### config.mk
export PLATFORM = sky130hd
export DESIGN_NAME = csfd_csr
export DESIGN_NICKNAME = d
export VERILOG_FILES = /design/src/csfd_pkg.sv /design/src/csfd_csr.sv
export SDC_FILE = /design/constraint.sdc
export NUM_CORES = 1
export LEC_CHECK = 0
export BUFFER_PORTS_ARGS = -buffer_cell sky130_fd_sc_hd__buf_2
export CAP_MARGIN = 40
export CORE_UTILIZATION = 50
export CTS_BUF_LIST = sky130_fd_sc_hd__clkbuf_2
export DETAILED_ROUTE_END_ITERATION = 16
export HOLD_SLACK_MARGIN = 0.05
export PLACE_DENSITY = 0.86
export SLEW_MARGIN = 5
export SYNTH_ARGS = -nofsm -noshare
export SYNTH_HDL_FRONTEND = slang
export SYNTH_SLANG_ARGS = --single-unit
### constraint.sdc
create_clock -name clock -period 1.5 [get_ports clock]
set_input_delay 0.225 -clock clock [delete_from_list [all_inputs] [get_ports clock]]
set_output_delay 0.225 -clock clock [all_outputs]
set_load 0.01 [all_outputs]
### src/csfd_pkg.sv
// ----------------------------------------------------------------------------
// csfd_pkg
// Types and constants shared by the signal field decoder modules.
// ----------------------------------------------------------------------------
package csfd_pkg;

   localparam int PAYLOAD_BYTES = 8;
   localparam int FIELD_BYTES   = 8;
   localparam int NB_MAX        = (PAYLOAD_BYTES < FIELD_BYTES) ? PAYLOAD_BYTES : FIELD_BYTES;

   localparam logic [6:0] MAX_LEN = 7'd64;

   localparam int REQ_TDATA_W = 72;   // payload, payload_bytes, zero fill
   localparam int RSP_TDATA_W = 192;  // raw, signed, physical

   localparam logic [63:0] PHYS_MAX = 64'h7FFF_FFFF_FFFF_FFFF;
   localparam logic [63:0] PHYS_MIN = 64'h8000_0000_0000_0000;

   localparam logic [31:0] SCALE_RESET = 32'h0001_0000;

   typedef enum logic [2:0] {
      CSR_START_BIT     = 3'd0,
      CSR_SIGNAL_LENGTH = 3'd1,
      CSR_SIGNED_MODE   = 3'd2,
      CSR_BYTE_ORDER    = 3'd3,
      CSR_SCALE_FACTOR  = 3'd4,
      CSR_OFFSET_VALUE  = 3'd5
   } csr_index_type;

   typedef struct packed {
      logic [5:0]  first_bit;
      logic [6:0]  signal_length;
      logic        signed_mode;
      logic        byte_order;
      logic [31:0] scale_factor;
      logic [63:0] offset_value;
   } cfg_type;

   // extraction result handed to the arithmetic pipe
   typedef struct packed {
      logic [63:0] raw_value;
      logic [63:0] signed_value;
      logic [63:0] magnitude;
      logic [31:0] scale_mag;
      logic        negate;
   } ext_type;

   typedef struct packed {
      logic [63:0] raw_value;
      logic [63:0] signed_value;
      logic [63:0] physical_value;
      logic        saturated;
   } rsp_type;

   // byte reversal; big-endian stream order becomes a plain left shift
   function automatic logic [63:0] bswap64(input logic [63:0] d);
      logic [63:0] r;
      for (int b = 0; b < 8; b++) begin
         r[b*8 +: 8] = d[(7-b)*8 +: 8];
      end
      return r;
   endfunction

endpackage

### src/csfd_csr.sv
// ----------------------------------------------------------------------------
// csfd_csr
// Configuration register file: start bit, length, mode, order, scale, offset.
// ----------------------------------------------------------------------------
module csfd_csr import csfd_pkg::*; (
   input  logic          clock,
   input  logic          reset,
   input  logic          csr_valid,
   output logic          csr_ready,
   input  logic [2:0]    csr_index,
   input  logic [63:0]   csr_wdata,
   output cfg_type       cfg
);

   cfg_type cfg_ff;
   cfg_type cfg_in;

   assign csr_ready = 1'b1;
   assign cfg       = cfg_ff;

   always_comb begin
      cfg_in = cfg_ff;
      if (csr_valid) begin
         case (csr_index)
            CSR_START_BIT:     cfg_in.first_bit     = csr_wdata[5:0];
            CSR_SIGNAL_LENGTH: cfg_in.signal_length = csr_wdata[6:0];
            CSR_SIGNED_MODE:   cfg_in.signed_mode   = csr_wdata[0];
            CSR_BYTE_ORDER:    cfg_in.byte_order    = csr_wdata[0];
            CSR_SCALE_FACTOR:  cfg_in.scale_factor  = csr_wdata[31:0];
            CSR_OFFSET_VALUE:  cfg_in.offset_value  = csr_wdata;
            default:           cfg_in = cfg_ff;
         endcase
      end
   end

   always_ff @(posedge clock) begin
      if (reset) begin
         cfg_ff.first_bit     <= '0;
         cfg_ff.signal_length <= '0;
         cfg_ff.signed_mode   <= 1'b0;
         cfg_ff.byte_order    <= 1'b0;
         cfg_ff.scale_factor  <= SCALE_RESET;
         cfg_ff.offset_value  <= '0;
      end else begin
         cfg_ff <= cfg_in;
      end
   end

endmodule

* Word-level counts from Yosys, hierarchy flattened
Index checks and enable logic that the tools add are counted.
** Storage, ports and cells
- Bits in registers :: 111
- Output and inout port bits :: 112
- Bits of input ports :: 70
** Operators by class
- Reductions and logical operators :: 7
- Equal/unequal tests :: 5
** Operators by type and width (count)
- $reduce_and 2->1 :: 6
- $eq 3x2->1 const B :: 2
- $eq 3x3->1 const B :: 2
- $eq 3x1->1 const B :: 1
- $logic_not 3->1 :: 1

* Depth between registers and ports, before layout
- Word-level depth :: 2
- Depth in mapped cells :: 4

* Least setup slack after synthesis
OpenSTA, ideal clock, no wires.
- Path kind :: in2reg
- Start :: input csr_index[1]
- End :: register cfg_ff, in the netlist cfg[105]
- Slack :: 0.371 ns
- Arrival :: 1.005 ns
- Stages :: 3
- Cells stage by stage :: or4b_1 > buf_6 > mux2i_1
** Between the ends
- Cells in the longest elaborated chain, start to end :: 2
** RTL lines
- from (decl) :: line csfd_csr.sv:10 : input logic [2:0] csr_index,
- $logic_not 3->1 :: line csfd_csr.sv:24 : case (csr_index)
- $reduce_and 2->1 (no source line)
- to (signal assigned) :: line csfd_csr.sv:45 : cfg_ff <= cfg_in;
- to (decl) :: line csfd_csr.sv:15 : cfg_type cfg_ff;
Every way passes these cells.
A chain may end at the register's enable or synchronous reset.

* Worst setup path in the final report
- Start :: input csr_index[0]
- End :: register cfg_ff, in the netlist cfg[109]
Same word-level chain as after synthesis.

==> impl_metrics.yaml <==
global_routing:
  grt_max_degree: 74
  antenna_found_initial: 0
  grt_pass1_wl_um: 19000
  grt_pass1_vias: 3990
  gr-total-overflow: 0
  grt_util_all_layers: 0.244
synth:
  synth.ff_latch_count: 111
  yosysMostFrequentCell: "nand2b_1"
  synth-edff-count: 0
  synth_fp_nets: 510
  ys_top_cells_by_count: "174 x nand2b_1, 111 x dfxtp_1, 111 x mux2i_1, 19 x clkbuf_1, 10 x buf_4"
  synth_compound_area_frac: 0
  yosys.area_share.xor_xnor: 0
  synth_top_family_by_area: "simple AND/OR/NAND/NOR gates"
  async_flop_share: 0
  synth.area.top_cells: "dfxtp_1 47%, mux2i_1 24%, nand2b_1 23%"
  synth_mux_area_frac: 0.237
  netlist_area_um2: 4690
  syn-instance-count: 440
  synth-simple-area-share: 0.252
  synth-seq-area-share: 0.474
  synth_cell_types: 15
  yosys.area.top_type: "dfxtp_1"
  postSynthAreaPerCell_um2: 10.7
  ys.flop_type: "dfxtp_1"
  synthAdderAreaFrac: 0
  yosys_warnings: 0
  synth_top_area_share: 0.474
clock_network:
  cts_resized: 0
  clock_path_buffers: 2
  cts_tree: "done"
  cts.sinks: 111
  numCtsBuffers: 9
  cts-root-buf: "clkbuf_2"
  clk_pin_slew_worst_paths_ns: 0.30
  insertion_delay_ns: 0.52
  htreeDepth: 3
place:
  portBuffers: 180
  gp_congestion: 0.794
  place_area_um2: 5670
  place_hpwl_um: 7210
  place_inst: 702
min_path:
  hold_path.class: "in -> reg"
routing:
  routedWlPerCell_um: 15.1
  wirelength_um: 11900
  ant_nets: 0
  vias: 3869
  vias_per_cell: 4.92
  first_pass_iters: 4
  drt-initial-drc-count: 82
  route.detailed.drc: 0
cells_and_area:
  design_area_um2: 6500
  register_area_um2: 2220
  multi_input_area_um2: 2300
  drive_gt1_frac: 0.302
  antenna_cells: 0
  nNetsFinal: 744
  final_cells: 786
  area_growth_pct: 38.6
  fillCellCount: 602
  largest_register_ffs: 111
die:
  die-height_um: 98.9
  core_area_um2: 8890
  row_count: 34
  die_width_um: 98.9
  start_util: 0.528
  die_area_um2: 9770
  top_level_ports: 182
power:
  static-leakage-power_nw: 3.11
  ir_worst_vdd_mv: 0.703
  power.density_nw_per_um2: 810
timing:
  final.setup.tns_ns: 0
  hold_violations: 0
  rsz0062_at_grt: "no"
  finClkSkew_ns: 0
  fin_crit_ns: 1.39
  setup_viol: 0
  min_period_over_period: 0.925
  finalMaxSlewViolations: 0
  max_freq_mhz: 720
setup_path:
  worstSetupStartpointType: "input port"
  crit_chain: "dlygate4sd3_1 -> buf_2 -> or4b_1 -> mux2i_1"
  cpPeakStageDelay_ns: 0.70
  endpoint_kind: "flop"
  critical_path_arrival_ns: 1.86
  required_ns: 1.97
  critPathMaxFanout: 8
  criticalPathCategory: "in -> reg"
  worst-path-buf-inv: 2
  cp_slowest_cell: "or4b_1"
  crit_family: "buffers and inverters"
run_status:
  status: "finished, final reports clean"
flow_run:
  drv_cap: 0
[placed cells by master (no fill, tap or decap), drive strengths merged]
master       synthesis  layout
inv                  0       2
dlygate4sd3          0      69
and4bb               2       2
nor2                 2       2
nand4b               2       2
or4b                 1       1
conb                 1       1
nand2b             174     174
and4b                1       1
bufinv               0       2
buf                 14     187
dfxtp              111     111
nand4bb              2       2
clkinv               0       2
mux2i              111     111
clkbuf              19       9
[worst reg2reg max path, stage by stage, from the launching register on]
cell	delay, ns
dfxtp_1	0.41
nand2b_1	0.08
mux2i_1	0.19
[power by group]
part	total, mW	switching [mW]	internal [mW]
Clock	1.52	0.963	0.557
Sequential	3.06	0.0340	3.03
Combinational	0.687	0.290	0.396
[cell type report]
type                       count  share of cell area
clock inverter                 6              0.0141
tap                          108              0.0208
multi-input combinational    296               0.353
clock buffer                   9             0.00693
timing repair buffer         256               0.263
sequential                   111               0.342
[logic make-up after synthesis]
| logic type | after synthesis |
|---|---|
| multiplexers | 111 |
| buffers and inverters | 33 |
| AND/OR/NAND/NOR | 184 |
| flip-flops | 111 |
| other | 1 |
[metrics by stage]
stage / setup slack, ns / total power [mW] / util / hold slack [ns]
floorplan: 0.371 / 3.42 / - / 0.380
global placement: 0.145 / 3.62 / 0.638 / 0.454
detailed placement: 0.110 / 3.64 / 0.638 / 0.458
CTS: 0.122 / 5.30 / 0.731 / 0.377
global route: 0.0582 / 5.49 / 0.731 / 0.374
finish: 0.112 / 5.27 / 0.731 / 0.444
[worst paths after layout]
path	slack [ns]	start	end	cells past startpoint
worst max-delay path	0.11	csr_index[0]	cfg[109]$_SDFFE_PP0P_	4
worst min register to register	0.49	cfg[55]$_SDFFE_PP0P_	cfg[55]$_SDFFE_PP0P_	2
worst max register to register	0.77	cfg[9]$_SDFFE_PP0P_	cfg[9]$_SDFFE_PP0P_	2
worst min-delay path	0.44	csr_wdata[35]	cfg[35]$_SDFFE_PP0P_	4
[metal layers]
layer	track usage	vias up	routed length, um
met5	0	-	0
met4	0.0884	0	253
met3	0.0603	21	752
met2	0.464	128	6020
met1	0.260	1823	4860
li1	-	1897	-
[repair_timing]
action | 4_1_cts | 5_1_grt
hold endpoints to repair | 106 | 0
hold buffers | 69 | 0
setup buffers | 0 | 0
(Power assumes the default switching activity.)
